`src/design/elm_pkg.sv`:
```
// Package for the echoing line editor: line geometry, character codes,
// the command record passed from the front part to the back part.
// Depends on nothing.
package elm_pkg;

    localparam int MAX_LINE    = 32;
    localparam int STORE_DEPTH = MAX_LINE - 1;
    localparam int LEN_W       = $clog2(STORE_DEPTH + 1);
    localparam int ADDR_W      = (STORE_DEPTH > 1) ? $clog2(STORE_DEPTH) : 1;
    localparam int CHAR_W      = 7;
    localparam int BYTE_W      = 8;

    localparam int QUEUE_DEPTH = 2;
    localparam int QPTR_W      = (QUEUE_DEPTH > 1) ? $clog2(QUEUE_DEPTH) : 1;
    localparam int QCNT_W      = $clog2(QUEUE_DEPTH + 1);

    localparam logic [BYTE_W-1:0] CHAR_BS    = 8'h08;
    localparam logic [BYTE_W-1:0] CHAR_LF    = 8'h0A;
    localparam logic [BYTE_W-1:0] CHAR_CR    = 8'h0D;
    localparam logic [BYTE_W-1:0] CHAR_SPACE = 8'h20;
    localparam logic [BYTE_W-1:0] CHAR_TILDE = 8'h7E;
    localparam logic [BYTE_W-1:0] CHAR_DEL   = 8'h7F;

    localparam logic DEST_ECHO = 1'b0;
    localparam logic DEST_LINE = 1'b1;

    typedef enum logic [1:0] {
        CMD_ECHO,
        CMD_APPEND,
        CMD_ERASE,
        CMD_TERM
    } cmd_kind_t;

    typedef struct packed {
        cmd_kind_t           kind;
        logic [BYTE_W-1:0]   ch;
    } cmd_t;

    typedef struct packed {
        logic valid;
        cmd_t cmd;
    } cmd_head_t;

    typedef enum logic [1:0] {
        BK_IDLE,
        BK_CR,
        BK_LF,
        BK_DATA
    } back_state_t;

endpackage

```
`src/design/elm_rx_if.sv`:
```
// Receive channel of the line editor: valid/ready and one received byte.
// Depends on elm_pkg.
interface elm_rx_if;
    import elm_pkg::*;

    logic              valid;
    logic              ready;
    logic [BYTE_W-1:0] rx_char;

    modport source (output valid, output rx_char, input ready);
    modport sink   (input valid, input rx_char, output ready);
endinterface

```
`src/design/elm_tx_if.sv`:
```
// Result channel of the line editor: valid/ready, destination, byte, last flag.
// Depends on elm_pkg.
interface elm_tx_if;
    import elm_pkg::*;

    logic              valid;
    logic              ready;
    logic              dest;
    logic [BYTE_W-1:0] out_byte;
    logic              last;

    modport source (output valid, output dest, output out_byte, output last, input ready);
    modport sink   (input valid, input dest, input out_byte, input last, output ready);
endinterface

```
`src/design/elm_ram.sv`:
```
// Generic single-write, single-read RAM with registered read data.
// Depends on nothing.
module elm_ram #(
    parameter int WIDTH = 8,
    parameter int DEPTH = 16,
    localparam int AW   = (DEPTH > 1) ? $clog2(DEPTH) : 1
) (
    input  logic             clk,
    input  logic             we,
    input  logic [AW-1:0]    waddr,
    input  logic [WIDTH-1:0] wdata,
    input  logic [AW-1:0]    raddr,
    output logic [WIDTH-1:0] rdata
);

    logic [WIDTH-1:0] mem [DEPTH];

    always_ff @(posedge clk)
    begin
        if (we)
        begin
            mem[waddr] <= wdata;
        end
        rdata <= mem[raddr];
    end

endmodule

```
`src/design/elm_front.sv`:
```
// Front part of the line editor: accepts received bytes, classifies them
// into commands and holds them in a short queue. Depends on elm_pkg, elm_rx_if.
module elm_front (
    input  logic               clk,
    input  logic               rst_n,
    elm_rx_if.sink             rx,
    input  logic               pop,
    output elm_pkg::cmd_head_t head
);
    import elm_pkg::*;

    cmd_t              q_reg [QUEUE_DEPTH];
    logic [QPTR_W-1:0] wptr_reg, wptr_next;
    logic [QPTR_W-1:0] rptr_reg, rptr_next;
    logic [QCNT_W-1:0] cnt_reg, cnt_next;
    cmd_t              cmd_in;
    logic              push;

    always_comb
    begin
        cmd_in.ch = rx.rx_char;
        unique case (rx.rx_char) inside
            CHAR_CR, CHAR_LF:           cmd_in.kind = CMD_TERM;
            CHAR_BS, CHAR_DEL:          cmd_in.kind = CMD_ERASE;
            [CHAR_SPACE:CHAR_TILDE]:    cmd_in.kind = CMD_APPEND;
            default:                    cmd_in.kind = CMD_ECHO;
        endcase
    end

    assign rx.ready   = (cnt_reg != QCNT_W'(QUEUE_DEPTH));
    assign push       = rx.valid && rx.ready;
    assign head.valid = (cnt_reg != '0);
    assign head.cmd   = q_reg[rptr_reg];

    always_comb
    begin
        wptr_next = wptr_reg;
        rptr_next = rptr_reg;
        cnt_next  = cnt_reg;
        if (push)
        begin
            wptr_next = (wptr_reg == QPTR_W'(QUEUE_DEPTH - 1)) ? '0 : wptr_reg + 1'b1;
        end
        if (pop)
        begin
            rptr_next = (rptr_reg == QPTR_W'(QUEUE_DEPTH - 1)) ? '0 : rptr_reg + 1'b1;
        end
        if (push && !pop)
        begin
            cnt_next = cnt_reg + 1'b1;
        end
        else if (pop && !push)
        begin
            cnt_next = cnt_reg - 1'b1;
        end
    end

    always_ff @(posedge clk or negedge rst_n)
    begin
        if (!rst_n)
        begin
            wptr_reg <= '0;
            rptr_reg <= '0;
            cnt_reg  <= '0;
        end
        else
        begin
            wptr_reg <= wptr_next;
            rptr_reg <= rptr_next;
            cnt_reg  <= cnt_next;
        end
    end

    always_ff @(posedge clk)
    begin
        if (push)
        begin
            q_reg[wptr_reg] <= cmd_in;
        end
    end

endmodule

```
`src/design/elm_back.sv`:
```
// Back part of the line editor: carries out queued commands, keeps the line
// store and length, and drives the result register. Depends on elm_pkg,
// elm_tx_if, elm_ram.
module elm_back (
    input  logic               clk,
    input  logic               rst_n,
    input  elm_pkg::cmd_head_t head,
    output logic               pop,
    elm_tx_if.source           tx
);
    import elm_pkg::*;

    back_state_t       state_reg, state_next;
    logic [LEN_W-1:0]  len_reg, len_next;
    logic [ADDR_W-1:0] idx_reg, idx_next;
    logic              out_valid_reg, out_valid_next;
    logic              out_dest_reg, out_dest_next;
    logic [BYTE_W-1:0] out_byte_reg, out_byte_next;
    logic              out_last_reg, out_last_next;
    logic              slot_free;
    logic              we;
    logic [CHAR_W-1:0] rdata;
    logic              at_end;

    elm_ram #(
        .WIDTH (CHAR_W),
        .DEPTH (STORE_DEPTH)
    ) u_store (
        .clk   (clk),
        .we    (we),
        .waddr (len_reg[ADDR_W-1:0]),
        .wdata (head.cmd.ch[CHAR_W-1:0]),
        .raddr (idx_next),
        .rdata (rdata)
    );

    assign slot_free = !out_valid_reg || tx.ready;
    assign at_end    = (LEN_W'(idx_reg) == LEN_W'(len_reg - LEN_W'(1)));

    always_comb
    begin
        state_next     = state_reg;
        len_next       = len_reg;
        idx_next       = idx_reg;
        out_valid_next = out_valid_reg && !tx.ready;
        out_dest_next  = out_dest_reg;
        out_byte_next  = out_byte_reg;
        out_last_next  = out_last_reg;
        pop            = 1'b0;
        we             = 1'b0;
        unique case (state_reg)
            BK_IDLE:
            begin
                if (head.valid && slot_free)
                begin
                    pop            = 1'b1;
                    out_valid_next = 1'b1;
                    out_dest_next  = DEST_ECHO;
                    out_byte_next  = head.cmd.ch;
                    out_last_next  = 1'b1;
                    unique case (head.cmd.kind)
                        CMD_APPEND:
                        begin
                            if (len_reg < LEN_W'(STORE_DEPTH))
                            begin
                                we       = 1'b1;
                                len_next = len_reg + 1'b1;
                            end
                        end
                        CMD_ERASE:
                        begin
                            if (len_reg != '0)
                            begin
                                len_next = len_reg - 1'b1;
                            end
                        end
                        CMD_TERM:
                        begin
                            if (len_reg != '0)
                            begin
                                out_last_next = 1'b0;
                                state_next    = BK_CR;
                            end
                        end
                        default:
                        begin
                        end
                    endcase
                end
            end
            BK_CR:
            begin
                if (slot_free)
                begin
                    out_valid_next = 1'b1;
                    out_dest_next  = DEST_ECHO;
                    out_byte_next  = CHAR_CR;
                    out_last_next  = 1'b0;
                    state_next     = BK_LF;
                end
            end
            BK_LF:
            begin
                if (slot_free)
                begin
                    out_valid_next = 1'b1;
                    out_dest_next  = DEST_ECHO;
                    out_byte_next  = CHAR_LF;
                    out_last_next  = 1'b0;
                    idx_next       = '0;
                    state_next     = BK_DATA;
                end
            end
            BK_DATA:
            begin
                if (slot_free)
                begin
                    out_valid_next = 1'b1;
                    out_dest_next  = DEST_LINE;
                    out_byte_next  = {1'b0, rdata};
                    out_last_next  = at_end;
                    if (at_end)
                    begin
                        len_next   = '0;
                        state_next = BK_IDLE;
                    end
                    else
                    begin
                        idx_next = idx_reg + 1'b1;
                    end
                end
            end
            default:
            begin
                state_next = BK_IDLE;
            end
        endcase
    end

    always_ff @(posedge clk or negedge rst_n)
    begin
        if (!rst_n)
        begin
            state_reg     <= BK_IDLE;
            len_reg       <= '0;
            idx_reg       <= '0;
            out_valid_reg <= 1'b0;
        end
        else
        begin
            state_reg     <= state_next;
            len_reg       <= len_next;
            idx_reg       <= idx_next;
            out_valid_reg <= out_valid_next;
        end
    end

    always_ff @(posedge clk)
    begin
        out_dest_reg <= out_dest_next;
        out_byte_reg <= out_byte_next;
        out_last_reg <= out_last_next;
    end

    assign tx.valid    = out_valid_reg;
    assign tx.dest     = out_dest_reg;
    assign tx.out_byte = out_byte_reg;
    assign tx.last     = out_last_reg;

endmodule

```
`src/design/echoing_line_editor_top.sv`:
```
// Echoing serial line editor: one received byte per transaction on rx; every
// byte is echoed on tx, printable bytes build a line of up to MAX_LINE-1
// characters, backspace and delete erase, and CR or LF on a non-empty line
// echoes CR LF and then delivers the line characters, the final result of
// each byte flagged by last. The back part emits one result per cycle while
// tx does not stall it, through a single output register; a two-entry
// command queue lets the receive side keep accepting while a line is
// delivered, until the queue is full.
// Depends on elm_pkg, elm_rx_if, elm_tx_if, elm_front, elm_back.
module echoing_line_editor_top (
    input  logic    clk,
    input  logic    rst_n,
    elm_rx_if.sink  rx,
    elm_tx_if.source tx
);
    import elm_pkg::*;

    cmd_head_t head;
    logic      pop;

    elm_front u_front (
        .clk   (clk),
        .rst_n (rst_n),
        .rx    (rx),
        .pop   (pop),
        .head  (head)
    );

    elm_back u_back (
        .clk   (clk),
        .rst_n (rst_n),
        .head  (head),
        .pop   (pop),
        .tx    (tx)
    );

endmodule
```
`src/flat_wrapper.sv`:
```
// flat-port wrapper written by rule: the top's interface ports become plain ports
module echoing_line_editor_top_flat import elm_pkg::*;
  (clk, rst_n, rx_valid, rx_rx_char, rx_ready, tx_valid, tx_dest, tx_out_byte, tx_last, tx_ready);
  elm_rx_if rx_i ();
  elm_tx_if tx_i ();
  input  logic clk;
  input  logic rst_n;
  input wire logic [$bits(rx_i.valid)-1:0] rx_valid;
  input wire logic [$bits(rx_i.rx_char)-1:0] rx_rx_char;
  output wire logic [$bits(rx_i.ready)-1:0] rx_ready;
  output wire logic [$bits(tx_i.valid)-1:0] tx_valid;
  output wire logic [$bits(tx_i.dest)-1:0] tx_dest;
  output wire logic [$bits(tx_i.out_byte)-1:0] tx_out_byte;
  output wire logic [$bits(tx_i.last)-1:0] tx_last;
  input wire logic [$bits(tx_i.ready)-1:0] tx_ready;
  assign rx_i.valid = rx_valid;
  assign rx_i.rx_char = rx_rx_char;
  assign rx_ready = rx_i.ready;
  assign tx_valid = tx_i.valid;
  assign tx_dest = tx_i.dest;
  assign tx_out_byte = tx_i.out_byte;
  assign tx_last = tx_i.last;
  assign tx_i.ready = tx_ready;
  echoing_line_editor_top u_core (.clk(clk), .rst_n(rst_n), .rx(rx_i), .tx(tx_i));
endmodule
```
`config.mk`:
```
export PLATFORM = sky130hd
export DESIGN_NAME = echoing_line_editor_top_flat
export DESIGN_NICKNAME = d
export VERILOG_FILES = /design/src/design/elm_pkg.sv /design/src/design/elm_rx_if.sv /design/src/design/elm_tx_if.sv /design/src/design/elm_ram.sv /design/src/design/elm_front.sv /design/src/design/elm_back.sv /design/src/design/echoing_line_editor_top.sv /design/src/flat_wrapper.sv
export SDC_FILE = /design/constraint.sdc
export NUM_CORES = 1
export LEC_CHECK = 0
export BUFFER_PORTS_ARGS = -buffer_cell sky130_fd_sc_hd__buf_2
export CAP_MARGIN = 20
export CORE_UTILIZATION = 65
export CTS_CLUSTER_DIAMETER = 40
export DETAILED_ROUTE_END_ITERATION = 8
export PLACE_DENSITY = 0.88
export RECOVER_POWER = 25
export SYNTH_ARGS = -nofsm -noshare
export SYNTH_HDL_FRONTEND = slang
export SYNTH_SLANG_ARGS = --single-unit
```
`constraint.sdc`:
```
create_clock -name clk -period 6.9 [get_ports clk]
set_input_delay 1.035 -clock clk [delete_from_list [all_inputs] [get_ports clk]]
set_output_delay 1.035 -clock clk [all_outputs]
set_load 0.1 [all_outputs]
```
[Word-level counts from Yosys, hierarchy flattened]
Memories as Yosys holds them, arrays and structs flattened. A register that Yosys moved wholly into a read port is not among the register bits.
Index checks and enable logic that the tools add are counted.
Word-level totals
  bits in registers: 27
  RAM bits: 237
  input port bits: 12
  logic and storage cells: 120
  memories kept: 2
Cells by class
  $add $sub $neg: 7
  $lt $le $gt $ge: 3
  equal/unequal tests: 23
  muxes and demuxes: 51
  reductions and logical operators: 24
Memory list
  u_core.u_back.u_store.mem: depth 31, width 7, read ports 1, clocked after memory_dff 1, write ports 1, RTL line elm_ram.sv:16  | logic [WIDTH-1:0] mem [DEPTH];
  u_core.u_front.q_reg: depth 2, width 10, read ports 1, clocked after memory_dff 0, write ports 1, RTL line elm_front.sv:12  | cmd_t q_reg [QUEUE_DEPTH];
Operators with widths (number)
  5-bit 2-to-1 mux: 8
  8-bit 2-to-1 mux: 4
  8-bit case mux with 4 select lines: 1
  5-bit case mux with 2 select lines: 3
  8-bit by 4-bit == test with 1-bit output, second input constant: 3
  1-bit 2-to-1 mux: 21
  2-bit 2-to-1 mux: 9
  2-bit != test, second input constant: 7
  7-bit AND reduction: 2
  5-bit by 1-bit adder with 5-bit output, second input constant: 2
  2-bit == test, second input constant: 4
  8-bit by 7-bit == test with 1-bit output, second input constant: 1
  8-bit by 6-bit greater-or-equal comparator with 1-bit output, second input constant: 1
  8-bit by 7-bit less-or-equal comparator with 1-bit output, second input constant: 1
  2-bit case mux with 4 select lines: 1
  1-bit logical AND: 6
  3-bit != test, second input constant: 2
  1-bit case mux with 3 select lines: 2
  2-bit case mux with 3 select lines: 1
  2-bit nonzero test: 3
  2-bit OR reduction: 3
  5-bit == test: 1
  5-bit < comparator, second input constant: 1
  5-bit nonzero test: 1
  14 further kinds: 20

[Logic depth before layout (Yosys ltp)]
Gate-level depths: netlist of the first run.
  depth after elaboration: 8
  depth in mapped cells: 17
  depth with buffers taken out: 12

[Cells and area by module]
From an unflattened synthesis of the first run, not the netlist that was laid out.
Unflattened totals
  cells, all modules: 732
  area total of the unflattened synthesis: 11442.2 um^2
Modules (own cells, without submodules)
  elm_ram: instances 1, cells each 512, area each 8877.3 um^2, sequential area each 6656.4 um^2
  elm_back: instances 1, cells each 156, area each 1551.5 um^2, sequential area each 625.6 um^2
  elm_front: instances 1, cells each 64, area each 1013.5 um^2, sequential area each 700.7 um^2

[Least setup slack after synthesis of the first run]
Ideal clock, no wire load.
  kind: input -> register
  from: input port tx_ready
  to: register u_core.u_back.u_store.rdata[5] (read register of u_core.u_back.u_store.mem)
  setup time: 0.112 ns
  arrival time: 3.253 ns
  slack: 3.535 ns
  stages: 13
  buffers on the path: 3
  cell sequence: nand2b_1 -> clkbuf_1 -> o21ai_1 -> a21oi_1 -> a41o_1 -> or2_2 -> clkbuf_1 -> inv_2 -> buf_2 -> o21ai_0 -> a31oi_1 -> nor3b_1 -> a2111oi_1
Between the ends
  word-level cells in the longest chain between the ends: 3
RTL lines
  start, declared: RTL line flat_wrapper.sv:15  | input wire logic [$bits(tx_i.ready)-1:0] tx_ready;
  1-bit logical OR *: RTL line elm_back.sv:37  | assign slot_free = !out_valid_reg || tx.ready;
  5-bit 2-to-1 mux (on tied branches): RTL line elm_back.sv:116, elm_back.sv:104
  5-bit case mux with 2 select lines *: RTL line elm_back.sv:51  | unique case (state_reg)
  end, declared: RTL line elm_ram.sv:13  | output logic [WIDTH-1:0] rdata
Every way passes the cells marked *; elsewhere a longest branch is shown, timed or not.
A chain may end at the register's enable or synchronous reset.

[Final worst setup path of the first run]
  from: register u_core.u_back.len_reg[0]
  to: register u_core.u_back.u_store.rdata[1] (read register of u_core.u_back.u_store.mem)
Between the ends
  word-level cells in the longest chain between the ends: 5
RTL lines
  start, declared: RTL line elm_back.sv:14  | logic [LEN_W-1:0] len_reg, len_next;
  start signal, assigned: RTL line elm_back.sv:152  | len_reg <= len_next;
  5-bit by 1-bit subtractor with 5-bit output: RTL line elm_back.sv:38  | assign at_end = (LEN_W'(idx_reg) == LEN_W'(len_reg - LEN_W'(1)));
  5-bit == test: RTL line elm_back.sv:38
  5-bit 2-to-1 mux: RTL line elm_back.sv:122  | if (at_end)
  5-bit 2-to-1 mux: RTL line elm_back.sv:116  | if (slot_free)
  5-bit case mux with 2 select lines: RTL line elm_back.sv:51
Every way passes these cells.

==> results of run 1 <==
==> power by group <==
group / switching (mW) / internal, mW
sequential: 0.115 / 2.12
clock: 0.665 / 0.874
combinational: 1.29 / 0.487
total: 2.07 / 3.48
==> cells by family after synthesis <==
| logic type | after synthesis |
|---|---|
| and+or+nand+nor | 275 |
| DFF | 271 |
| AOI/OAI and AO/OA | 133 |
| muxes | 69 |
| buffers and inverters | 63 |
| adders and majority gates | 13 |
| xor gates and xnor gates | 12 |
==> Yosys cell counts, drive strengths merged (7+ instances only) <==
master	count	area [µm²]
a211o	8	70.1
a21oi	42	210
a22oi	12	90.1
buf	26	135
clkbuf	21	80.1
dfrtp	17	425
dfxtp	7	140
edfxtp	247	7420
ha	13	163
inv	16	60.1
mux2	13	146
mux2i	56	561
nand2	126	473
nand3	43	215
nor2	55	206
o211ai	13	97.6
o21ai	17	85.1
xnor2	9	78.8
==> metal layers <==
layer | vias up | routed length [µm] | global-route usage (%) | share of wire (%)
li1 | 3158 | - | - | -
met1 | 3434 | 9760 | 40.3 | 38
met2 | 448 | 12500 | 47.6 | 48
met3 | 82 | 2550 | 5.10 | 9.9
met4 | 0 | 1030 | 12.5 | 4.0
met5 | - | 0 | 0 | 0
==> worst max-delay path by stage <==
stage,startpoint,end,depth (start not counted)
global placement,tx_ready,u_core.u_back.u_store.rdata[0],12
finish,u_core.u_back.len_reg[0],u_core.u_back.u_store.rdata[1],13
floorplan,tx_ready,u_core.u_back.u_store.rdata[5],13
global route,u_core.u_back.len_reg[0],u_core.u_back.u_store.rdata[1],13
CTS,u_core.u_back.len_reg[0],u_core.u_back.u_store.rdata[1],13
detailed placement,tx_ready,u_core.u_back.u_store.rdata[0],12
==> area by class of cell <==
class	instances	share of cell area, %
sequential	271	63.5
clock buffer	34	6.26
multi-input combinational	502	24.9
clock inverter	22	1.48
timing repair buffer	28	1.12
tap	225	2.24
inverter	16	0.478
==> worst reg2reg max path: stages (launching register included) <==
cell,delay [ns]
dfrtp_1,0.46
inv_1,0.12
ha_1,0.30
nand4bb_1,0.13
a211o_1,0.33
a211o_1,0.48
a41o_1,0.31
or2_2,0.64
inv_2,0.90
buf_4,0.38
mux2i_1,0.13
mux2i_1,0.17
o211ai_1,0.10
nor4_1,0.34
==> summary.txt, run 1 <==
Status
  – Status: finished clean

Timing
  – RSZ-0062 raised after global routing: no
  – Fmax: between 0.2 and 0.25 GHz
  – Setup-failing EPs final: 0
  – Slew margin rel.: between 10% and 20%
  – Final Cycle Share: 71.2%
  – Pins Over Slew Limit: 0
  – Final worst slack: 1.99 ns
  – WHS: 0.491 ns
  – Worst-margin pin slew: 1.29 ns
  – Tmin final: between 4 and 5 ns
  – Final hold vios: 0
  – Final Skew: between 0.01 and 0.015 ns
  – Final TNS setup: 0 ns

Routing
  – Via Count: roughly 7100
  – TritonRoute pass-1 iters: 6
  – DRT antenna net count: 0
  – Initial DRC Count: around 980
  – Wirelength per Cell: 23.5 µm
  – Residual DRC count: 0
  – Drt total wl: between 20000 and 30000 µm
  – Via density: roughly 6.5

Critical path
  – Worst path arrival time: roughly 5.3 ns
  – R2R setup slack: roughly 2.0 ns
  – CP Class: flip-flop to flip-flop
  – Worst path slowest cell: inv_2
  – Largest stage delay, worst path: around 0.9 ns
  – CP max FO: 50
  – CP Capture Type: flip-flop
  – Crit path cell chain: inv_1 > ha_1 > nand4bb_1 > a211o_1 > a211o_1 > a41o_1 > or2_2 > inv_2 > buf_4 > mux2i_1 > mux2i_1 > o211ai_1 > nor4_1
  – CP top delay family: buffers and inverters
  – CP Launch Type: flip-flop
  – Crit Reg-Reg Startpoint: u_core.u_back.len_reg[0]
  – Reg2reg end: u_core.u_back.u_store.rdata[1]
  – Reg2reg path depth: 13
  – WP data required: between 7 and 8 ns
  – Worst path bufs/invs: 3

Pwr
  – Total power: between 5 and 6 mW
  – Static leakage: around 4.4 nW
  – Pwr dens: around 440 mW/mm²
  – Max IR drop VDD: 0.321 mV

Synthesis
  – Mux share of post-synthesis cell area: ~6.2%
  – Top FF cell, synth: edfxtp_1
  – Cell area after synthesis: 0.0114 mm²
  – Synth async-reset ratio: 6.27%
  – Post-synthesis simple-gate area fraction: approximately 11%
  – Synth Area in Compound Gates: 8.01%
  – Post-Synth XOR/XNOR Area: less than 1%
  – #FFs+latches synth: between 200 and 300
  – Largest family of logic cells by synthesized area: simple AND/OR/NAND/NOR gates
  – Distinct cells, synth: 62
  – Sequential share of the synthesized area: between 70% and 80%
  – EDFF count, synth: 247
  – Synthesized Nets: roughly 860
  – Post-Synth Adder-Cell Area: under 10%
  – Synth Instances: 836
  – Post-Syn Area per Cell: around 14 µm²
  – Yosys warns: 0

Floorplanning
  – IO Pins: 24
  – DIE WIDTH: ~130 µm
  – Die H: around 130 µm
  – Core ar.: 0.0172 mm²
  – # rows: 48
  – Die Area: 0.0180 mm²
  – Initial Util: 66.3%

Clocking
  – Clock-pin slew on the worst setup and hold paths: roughly 0.060 ns
  – Root Driver: clkbuf_16
  – CTS buffer count: 30
  – Post_cts resized: 0
  – CTS Hold Bufs: 0
  – Maximum root-to-sink buffer count: 3
  – Clk_lat worst skew: approximately 0.55 ns
  – Post-CTS Setup Bufs: 0
  – Clock H-tree levels: 1
  – CTS tree: yes
  – CTS sink cnt: 271

Min path
  – HP Class: flip-flop to flip-flop
  – Hold_sp: u_core.u_front.wptr_reg
  – Hold path cells: 1
  – Hold EP: u_core.u_front.wptr_reg

Place
  – Post-detail-place hpwl: around 15000 µm
  – Gpl congestion: between 0.9 and 1
  – Post-Place Cell Area: roughly 0.012 mm²
  – Dpl ws: 2.06 ns
  – Cells after DPL: about 1000
  – IO Port Bufs: 23

Finish
  – Storage cell area: about 0.0080 mm²
  – Footprint of the multi-input gates: about 0.0031 mm²
  – Most common cell after layout, fill and taps aside: edfxtp_1
  – Final net count: approximately 870
  – Finished Layout Cells: 1098
  – Area Overhead vs Synth: 10.5%
  – Fill cells: approximately 1100
  – Antenna cell count: 0
  – Most frequent cells in the layout: edfxtp_1 (247), nand2_1 (126), mux2i_1 (56), nor2_1 (55), nand3_1 (43)
  – Share of cells above drive strength 1: 9.97%
  – Fin area: between 0.01 and 0.015 mm²
  – Final Util: roughly three quarters
  – Largest register FFs: 217

Global route
  – Gr usage total: ~30%
  – Total congestion overflow: 0
  – Initial antenna violation count: 0
  – Largest net degree at the start of global routing: 55
  – Vias in the first global route: slightly below 7000
  – First-pass GRT wire length: about 39000 µm

Flow run
  – Number of max-cap violations: 0
No activity file was read; power rests on OpenSTA's default activity.
==> inputs of run 2 (changes only) <==
--- a/config.mk
+++ b/config.mk
@@ -7,10 +7,10 @@
 export LEC_CHECK = 0
 export BUFFER_PORTS_ARGS = -buffer_cell sky130_fd_sc_hd__buf_2
 export CAP_MARGIN = 20
-export CORE_UTILIZATION = 65
+export CORE_UTILIZATION = 56
 export CTS_CLUSTER_DIAMETER = 40
 export DETAILED_ROUTE_END_ITERATION = 8
-export PLACE_DENSITY = 0.88
+export PLACE_DENSITY = 0.81
 export RECOVER_POWER = 25
 export SYNTH_ARGS = -nofsm -noshare
 export SYNTH_HDL_FRONTEND = slang
==> constraint.sdc (replaced) <==
create_clock -name clk -period 4 [get_ports clk]
set_input_delay 0.6 -clock clk [delete_from_list [all_inputs] [get_ports clk]]
set_output_delay 0.6 -clock clk [all_outputs]
set_load 0.1 [all_outputs]
==> run 2 against run 1 <==
Net effect: final area is 2.9% higher; power is 77% higher; worst hold slack worse by 0.19 ns; critical path depth stayed put; flip-flop and latch count stayed put; critical endpoint is now u_core.u_back.u_store.rdata[2]; largest cell class unchanged; largest power group unchanged; highest routed layer unchanged.
==> summary.txt, run 2 (synthesized netlist as in run 1, its figures left out) <==
Timing
  – RSZ-0062 raised after global routing: no
  – Tmin final: 3.74 ns (-1.17 ns)
  – Slew margin rel.: 15.2% (+1.5 points)
  – Worst-margin pin slew: 1.27 ns (-0.0230 ns)
  – Pins Over Slew Limit: 0 (unchanged)
  – Fmax: 0.267 GHz (+31%)
  – Setup-failing EPs final: 0 (unchanged)
  – Final TNS setup: 0 ns (unchanged)
  – Final Cycle Share: 93.5% (+22 points)
  – Final hold vios: 0 (unchanged)
  – Final Skew: 0.0112 ns (-0.0000400 ns)

Critical path
  – R2R setup slack: 0.26 ns (-1.73 ns)
  – CP top delay family: compound AO/OA/AOI/OAI gates
  – Reg2reg path depth: 13 (unchanged)
  – CP Class: flip-flop to flip-flop
  – Worst Setup EP: u_core.u_back.u_store.rdata[2]
  – Worst path bufs/invs: 3 (unchanged)
  – Worst path slowest cell: dfrtp_1
  – CP max FO: 64 (+28%)
  – CP Capture Type: flip-flop
  – Crit Reg-Reg Startpoint: u_core.u_back.len_reg[0]
  – Reg2reg end: u_core.u_back.u_store.rdata[2]
  – CP Launch Point: u_core.u_back.len_reg[0]
  – Largest stage delay, worst path: 0.46 ns (-0.42 ns)
  – WP data required: 4.43 ns (-2.90 ns)
  – Worst path arrival time: 4.17 ns (-1.17 ns)
  – Levels on crit path: 13 (unchanged)
  – CP Launch Type: flip-flop
  – Crit path cell chain: inv_1 > ha_2 > nand4bb_1 > a211o_1 > a211o_1 > a41o_1 > or2_2 > inv_2 > buf_12 > mux2i_1 > mux2i_1 > o211ai_1 > nor4_1

Finish
  – Antenna cell count: 0 (unchanged)
  – Footprint of the multi-input gates: 0.00314 mm² (about the same)
  – Storage cell area: 0.00798 mm² (unchanged)
  – Fin area: 0.0129 mm² (+2.9%)
  – Largest register FFs: 217 (unchanged)
  – Share of cells above drive strength 1: 11.9% (+1.9 points)
  – Area Overhead vs Synth: 13.7%
  – Fill cells: 1346 (+27%)
  – Most frequent cells in the layout: edfxtp_1 (247), nand2_1 (126), mux2i_1 (56), nor2_1 (55), nand3_1 (43)
  – Most common cell after layout, fill and taps aside: edfxtp_1
  – Final net count: 900 (+3.0%)
  – Final Util: 65.6% (-7.6 points)

Global route
  – Gr usage total: 25.7% (-3.8 points)
  – Largest net degree at the start of global routing: 65 (+18%)
  – Total congestion overflow: 0 (unchanged)
  – Initial antenna violation count: 0 (unchanged)
  – First-pass GRT wire length: 39300 µm (-0.56%)
  – Vias in the first global route: 6935 (+0.014%)

Floorplanning
  – IO Pins: 24 (unchanged)
  – Core ar.: 0.0197 mm² (+15%)
  – DIE WIDTH: 145 µm (+7.6%)
  – # rows: 51 (+6.3%)
  – Die H: 145 µm (+7.6%)
  – Die Area: 0.0209 mm² (+16%)
  – Initial Util: 57.7% (-8.5 points)

Pwr
  – Internal power: 6.30 mW (+81%)
  – Static leakage: 4.58 nW (+4.1%)
  – Max IR drop VDD: 0.634 mV (+97%)
  – Clk pwr share: 28.7% (+1.0 points)
  – Combinational share of power: 32.1% (about the same)
  – Total power: 9.82 mW (+77%)
  – Pwr dens: 759 mW/mm² (+72%)
  – Switch Pwr: 3.52 mW (+70%)
  – Reg power frac: 39.2% (-1.1 points)
  – Switching share of power: 35.8% (-1.5 points)

Routing
  – Drt total wl: 25600 µm (-0.70%)
  – Wirelength per Cell: 22.0 µm (-6.3%)
  – Residual DRC count: 0 (unchanged)
  – Via density: 6.13 (-5.5%)
  – TritonRoute pass-1 iters: 6 (unchanged)
  – DRT antenna net count: 0 (unchanged)
  – Initial DRC Count: 746 (-24%)
  – Via Count: 7135 (+0.18%)

Status
  – Status: finished clean

Clocking
  – Maximum root-to-sink buffer count: 3 (unchanged)
  – Clk_lat worst skew: 0.55 ns (about the same)
  – Clock-pin slew on the worst setup and hold paths: 0.06 ns (about the same)
  – CTS tree: yes
  – CTS sink cnt: 271 (unchanged)
  – Post-CTS Setup Bufs: 0 (unchanged)
  – Clock H-tree levels: 1 (unchanged)
  – CTS buffer count: 30 (unchanged)
  – Root Driver: clkbuf_16

Place
  – IO Port Bufs: 23 (unchanged)
  – Post-detail-place hpwl: 15900 µm (+2.7%)
  – Gpl congestion: 0.892 (-5.2%)
  – Post-Place Cell Area: 0.0119 mm² (+2.6%)

Min path
  – HP Class: primary input to flip-flop

Flow run
  – Number of max-cap violations: 0 (unchanged)
run 2: cell count changes in the layout (fill, tap and decap cells not counted), sizes merged:
cell | before | now
buf | 19 | 42
clkbuf | 43 | 49
inv | 24 | 18
bufinv | 1 | 4
clkinvlp | 6 | 3
clkinv | 7 | 9
dlygate4sd3 | 0 | 1
run 2: routing by layer:
layer	vias to the layer above	global-route usage, %	part of all wire (%)
met3	74	5.20	9.2
met1	3473	34.1	39
met4	0	10.9	3.8
met5	-	0	0
met2	393	41.5	48
li1	3195	-	-
run 2: worst register-to-register path: cells and delay by family, from the launching register on:
family	cells	cell delay (ns)
AO/OA/AOI/OAI	4	1.13
AND/OR/NAND/NOR	3	0.79
multiplexers	2	0.50
buffers and inverters	3	0.48
flip-flops	1	0.46
adder cells (fa/ha/maj)	1	0.27
run 2: how the worst min path moves through the flow:
stage                            start                         end  slack, ns  cells after the start
4_1_cts                  rx_rx_char[3]  u_core.u_front.q_reg[0][3]       0.25                      1
2_1_floorplan                    rst_n    u_core.u_back.idx_reg[0]       0.30                      0
5_1_grt                  rx_rx_char[3]  u_core.u_front.q_reg[0][3]       0.31                      1
3_5_place_dp   u_core.u_front.wptr_reg     u_core.u_front.wptr_reg       0.50                      1
6_report                 rx_rx_char[3]  u_core.u_front.q_reg[0][3]       0.30                      1
3_3_place_gp   u_core.u_front.wptr_reg     u_core.u_front.wptr_reg       0.48                      1
run 2: area by class of cell:
cell class | count | area share [%]
Timing Repair Buffer | 54 | 3.05
Clock inverter | 18 | 1.73
Multi-Input combinational cell | 502 | 24.2
Inverter | 16 | 0.464
Clock buffer | 38 | 6.27
Sequential cell | 271 | 61.7
Tap cell | 265 | 2.56
run 2: repair_timing:
action	4_1_cts	5_1_grt
hold buffers	1	0
hold endpoints to repair	17	0
setup endpoints to repair	0	1
resized for setup	0	1
run 2: power groups by stage:
stage / Sequential, mW / Combinational, mW / Clock [mW]
floorplan: 4.17 / 1.90 / 0
global placement: 3.89 / 3.04 / 0
detailed placement: 3.90 / 3.10 / 0
CTS: 3.84 / 3.14 / 2.84
global route: 3.87 / 3.36 / 2.94
finish: 3.85 / 3.15 / 2.82
run 2: metrics by stage:
step	worst slack (ns)	std cells	hold WS, ns
4_1_cts	0.266	1164	0.251
6_report	0.260	1164	0.296
5_1_grt	0.0166	1164	0.306
2_1_floorplan	0.775	836	0.304
3_3_place_gp	0.367	1107	0.475
3_5_place_dp	0.266	1107	0.502
==> inputs of run 3 (changes only) <==
--- a/config.mk
+++ b/config.mk
@@ -5,12 +5,13 @@
 export SDC_FILE = /design/constraint.sdc
 export NUM_CORES = 1
 export LEC_CHECK = 0
+export ABC_AREA = 1
 export BUFFER_PORTS_ARGS = -buffer_cell sky130_fd_sc_hd__buf_2
 export CAP_MARGIN = 20
-export CORE_UTILIZATION = 56
+export CORE_UTILIZATION = 57
 export CTS_CLUSTER_DIAMETER = 40
 export DETAILED_ROUTE_END_ITERATION = 8
-export PLACE_DENSITY = 0.81
+export PLACE_DENSITY = 0.82
 export RECOVER_POWER = 25
 export SYNTH_ARGS = -nofsm -noshare
 export SYNTH_HDL_FRONTEND = slang
==> run 3 against run 2 <==
Net effect: the flow now finishes with violations (max-capacitance violations, max-slew violations); maximum frequency increased by 8.5%; power rose by 17%; clock power about the same; die area grew 7.5%; final area increased by 6.1%; sequential share of layout area fell by 3.5 points; register-to-register slack gained 0.29 ns; flip-flop and latch count unchanged; global-route usage rose by 1.5 points; combinational power rose by 52%; largest cell class unchanged.
==> summary.txt, run 3 <==
Clocking
  – Clock-pin slew on the worst setup and hold paths: 0.06 ns (about the same)
  – Root Driver: clkbuf_16
  – Maximum root-to-sink buffer count: 3 (unchanged)
  – Clock H-tree levels: 1 (unchanged)
  – CTS buffer count: 31 (+3.3%)
  – CTS Hold Bufs: 1 (unchanged)
  – Clk_lat worst skew: 0.55 ns (about the same)
  – CTS tree: yes
  – Post-CTS Setup Bufs: 0 (unchanged)
  – Post_cts resized: 0 (unchanged)
  – CTS sink cnt: 271 (unchanged)

Critical path
  – WP data required: 4.44 ns (about the same)
  – Crit path cell chain: inv_2 > ha_1 > inv_2 > nor2_4 > nand2_1 > nand3_1 > nand2_1 > nand3_2 > nand2_2 > nand2_1 > nand2_2 > nand2_4 > buf_4 > nand3_1 > nand3_1 > nand3_1 > nand3_1 > nand2_1 > nand2_1 > nand2_1
  – Crit Reg-Reg Startpoint: u_core.u_back.len_reg[0]
  – CP Launch Point: u_core.u_back.len_reg[0]
  – CP max FO: 68 (+6.3%)
  – CP most frequent cell: nand2_1
  – CP Capture Type: flip-flop
  – Largest stage delay, worst path: 0.62 ns (+0.16 ns)
  – CP Launch Type: flip-flop
  – CP Class: flip-flop to flip-flop
  – Worst path slowest cell: buf_4
  – Worst path arrival time: 3.89 ns (-0.28 ns)

Min path
  – HP Class: primary input to flip-flop
  – Hold_sp: rx_rx_char[6]

Pwr
  – Static leakage: 5.67 nW (+24%)
  – Internal power: 6.61 mW (+4.8%)
  – Switch Pwr: 4.89 mW (+39%)
  – Pwr dens: 838 mW/mm² (+10%)
  – Max IR drop VDD: 0.379 mV (-40%)
  – Switching share of power: 42.6% (+6.7 points)
  – Clk pwr share: 24.3% (-4.4 points)
  – Combinational share of power: 41.5% (+9.4 points)
  – Reg power frac: 34.2% (-5.0 points)

Floorplanning
  – IO Pins: 24 (unchanged)
  – Core ar.: 0.0212 mm² (+7.6%)
  – Die H: 150 µm (+3.7%)
  – DIE WIDTH: 150 µm (+3.7%)
  – Initial Util: 58.8% (+1.0 points)
  – Die Area: 0.0225 mm² (+7.5%)
  – # rows: 53 (+3.9%)

Status
  – Failing checks: max-capacitance violations, max-slew violations
  – Status: finished, violations left

Routing
  – Wirelength per Cell: 19.3 µm (-13%)
  – TritonRoute pass-1 iters: 6 (unchanged)
  – DRT antenna net count: 0 (unchanged)
  – Via Count: 9023 (+26%)
  – Drt total wl: 29800 µm (+16%)
  – Residual DRC count: 0 (unchanged)
  – Via density: 5.84 (-4.7%)
  – Initial DRC Count: 1165 (+56%)

Synthesis
  – Top cells by count, synth: nand3_1 (275), nand2_1 (269), edfxtp_1 (247), inv_1 (187), nor2_1 (59)
  – Distinct cells, synth: 40 (-35%)
  – #FFs+latches synth: 271 (unchanged)
  – Top cells by area, synth: edfxtp_1 (59%), nand3_1 (11%), nand2_1 (8.1%)
  – Area leader, netlist: edfxtp_1
  – Synth Instances: 1229 (+47%)
  – EDFF count, synth: 247 (unchanged)
  – Top FF cell, synth: edfxtp_1
  – Sequential share of the synthesized area: 64.0% (-6.1 points)
  – Top-area cell type share of the netlist area: 59.5% (-5.7 points)
  – Count leader, synth: nand3_1
  – Post-Syn Area per Cell: 10.1 µm² (-25%)
  – Yosys warns: 0 (unchanged)
  – Cell area after synthesis: 0.0125 mm² (+9.6%)
  – Synthesized Nets: 1254 (+46%)
  – Synth async-reset ratio: 6.27% (unchanged)

Place
  – IO Port Bufs: 23 (unchanged)
  – Post-detail-place hpwl: 18000 µm (+13%)
  – Post-Place Cell Area: 0.0127 mm² (+6.9%)
  – Gpl congestion: 0.877 (-1.7%)

Timing
  – Final Cycle Share: 86.2% (-7.3 points)
  – Worst-margin pin slew: 2.02 ns (+0.744 ns)
  – Tmin final: 3.45 ns (-0.292 ns)
  – Final Skew: 0.0150 ns (+0.00381 ns)
  – Pins Over Slew Limit: 33 (+33)
  – Fmax: 0.290 GHz (+8.5%)
  – RSZ-0062 raised after global routing: no
  – Final hold vios: 0 (unchanged)
  – Slew margin rel.: -34.3% (-50 points)
  – Setup-failing EPs final: 0 (unchanged)
  – Final TNS setup: 0 ns (unchanged)

Finish
  – Antenna cell count: 0 (unchanged)
  – Most frequent cells in the layout: nand3_1 (275), nand2_1 (266), edfxtp_1 (247), inv_1 (187), nor2_1 (59)
  – Final net count: 1271 (+41%)
  – Area Overhead vs Synth: 10.1%
  – Share of cells above drive strength 1: 7.33% (-4.6 points)
  – Fin area: 0.0137 mm² (+6.1%)
  – Largest register FFs: 217 (unchanged)
  – Most common cell after layout, fill and taps aside: nand3_1

Global route
  – Initial antenna violation count: 0 (unchanged)
  – First-pass GRT wire length: 46100 µm (+17%)
  – Vias in the first global route: 8762 (+26%)
  – Total congestion overflow: 0 (unchanged)
  – Gr usage total: 27.2% (+1.5 points)
  – Largest net degree at the start of global routing: 69 (+6.2%)

Flow run
  – Number of max-cap violations: 1 (+1)
run 3: cell types whose count changed after synthesis, moves of 8 or more:
cell and change:
a21oi_1 -35, a22oi_1 -11, buf_1 -11, buf_2 +19
buf_6 +10, clkbuf_1 -12, inv_1 +172, mux2_2 -13
mux2i_1 -56, nand2_1 +143, nand3_1 +232, nand3b_1 +19
o211ai_1 -13, xnor2_1 -8
run 3: kinds of logic (layout without fill, tap and decap cells):
kind of cell | Yosys count | after routing | synth area share, %
AO/OA/AOI/OAI | 43 | 43 | 2.05
XOR/XNOR | 4 | 4 | 0.281
adder cells (fa/ha/maj) | 13 | 13 | 1.30
buffers and inverters | 254 | 294 | 8.92
flip-flops | 271 | 271 | 64.0
AND/OR/NAND/NOR | 644 | 644 | 23.4
run 3: worst max-delay path: cells and delay by family (launching register included):
family,cells,cell delay [ns]
buffers and inverters,3,0.84
flip-flops,1,0.43
adder cells (fa/ha/maj),1,0.26
AND/OR/NAND/NOR,16,1.81
run 3: cell type report:
type                       instances  area, µm²
sequential                       271       7980
tap                              275        344
fill                            1629       7490
inverter                         196        736
clock buffer                      35        791
clock inverter                    21        223
timing repair buffer              42        269
multi-input combinational        704       3380
run 3: power by group through the flow:
| stage | clock network [mW] | logic [mW] | registers, mW |
|---|---|---|---|
| 6_report | 2.80 | 4.78 | 3.93 |
| 5_1_grt | 2.92 | 5.15 | 3.95 |
| 4_1_cts | 2.80 | 4.72 | 3.92 |
| 3_5_place_dp | 0 | 4.65 | 3.98 |
| 3_3_place_gp | 0 | 4.56 | 3.97 |
| 2_1_floorplan | 0 | 3.01 | 4.28 |
run 3: path summary, 6_finish.rpt:
kind | endpoint | slack, ns | depth (start not counted)
max | u_core.u_back.u_store.rdata[6] | 0.55 | 20
min | u_core.u_front.q_reg[1][6] | 0.33 | 1
max reg2reg | u_core.u_back.u_store.rdata[6] | 0.55 | 20
min reg2reg | u_core.u_front.cnt_reg[0] | 0.47 | 1
max in group asynchronous | u_core.u_back.len_reg[1] | 2.61 | 2
min in group asynchronous | u_core.u_front.wptr_reg | 0.77 | 2
run 3: routing by layer:
metal | part of all wire, % | wire length [µm] | vias up | track usage [%]
met4 | 3.1 | 913 | 0 | 10.8
met1 | 38 | 11200 | 4276 | 35.2
li1 | - | - | 4133 | -
met5 | 0 | 0 | - | 0
met3 | 10 | 3040 | 85 | 4.85
met2 | 49 | 14600 | 529 | 45.5
run 3: metrics by stage:
| step | setup WS [ns] | cells | hold WS [ns] | total power [mW] | util, % |
|---|---|---|---|---|---|
| final | 0.552 | 1544 | 0.326 | 11.5 | 64.7 |
| after global routing | 0.342 | 1544 | 0.329 | 12.0 | 64.7 |
| after CTS | 0.621 | 1544 | 0.264 | 11.4 | 64.8 |
| after detailed placement | 0.699 | 1487 | 0.463 | 8.62 | 60.0 |
| after global placement | 0.747 | 1487 | 0.462 | 8.52 | 60.0 |
| after floorplan | 1.57 | 1229 | 0.304 | 7.30 | - |
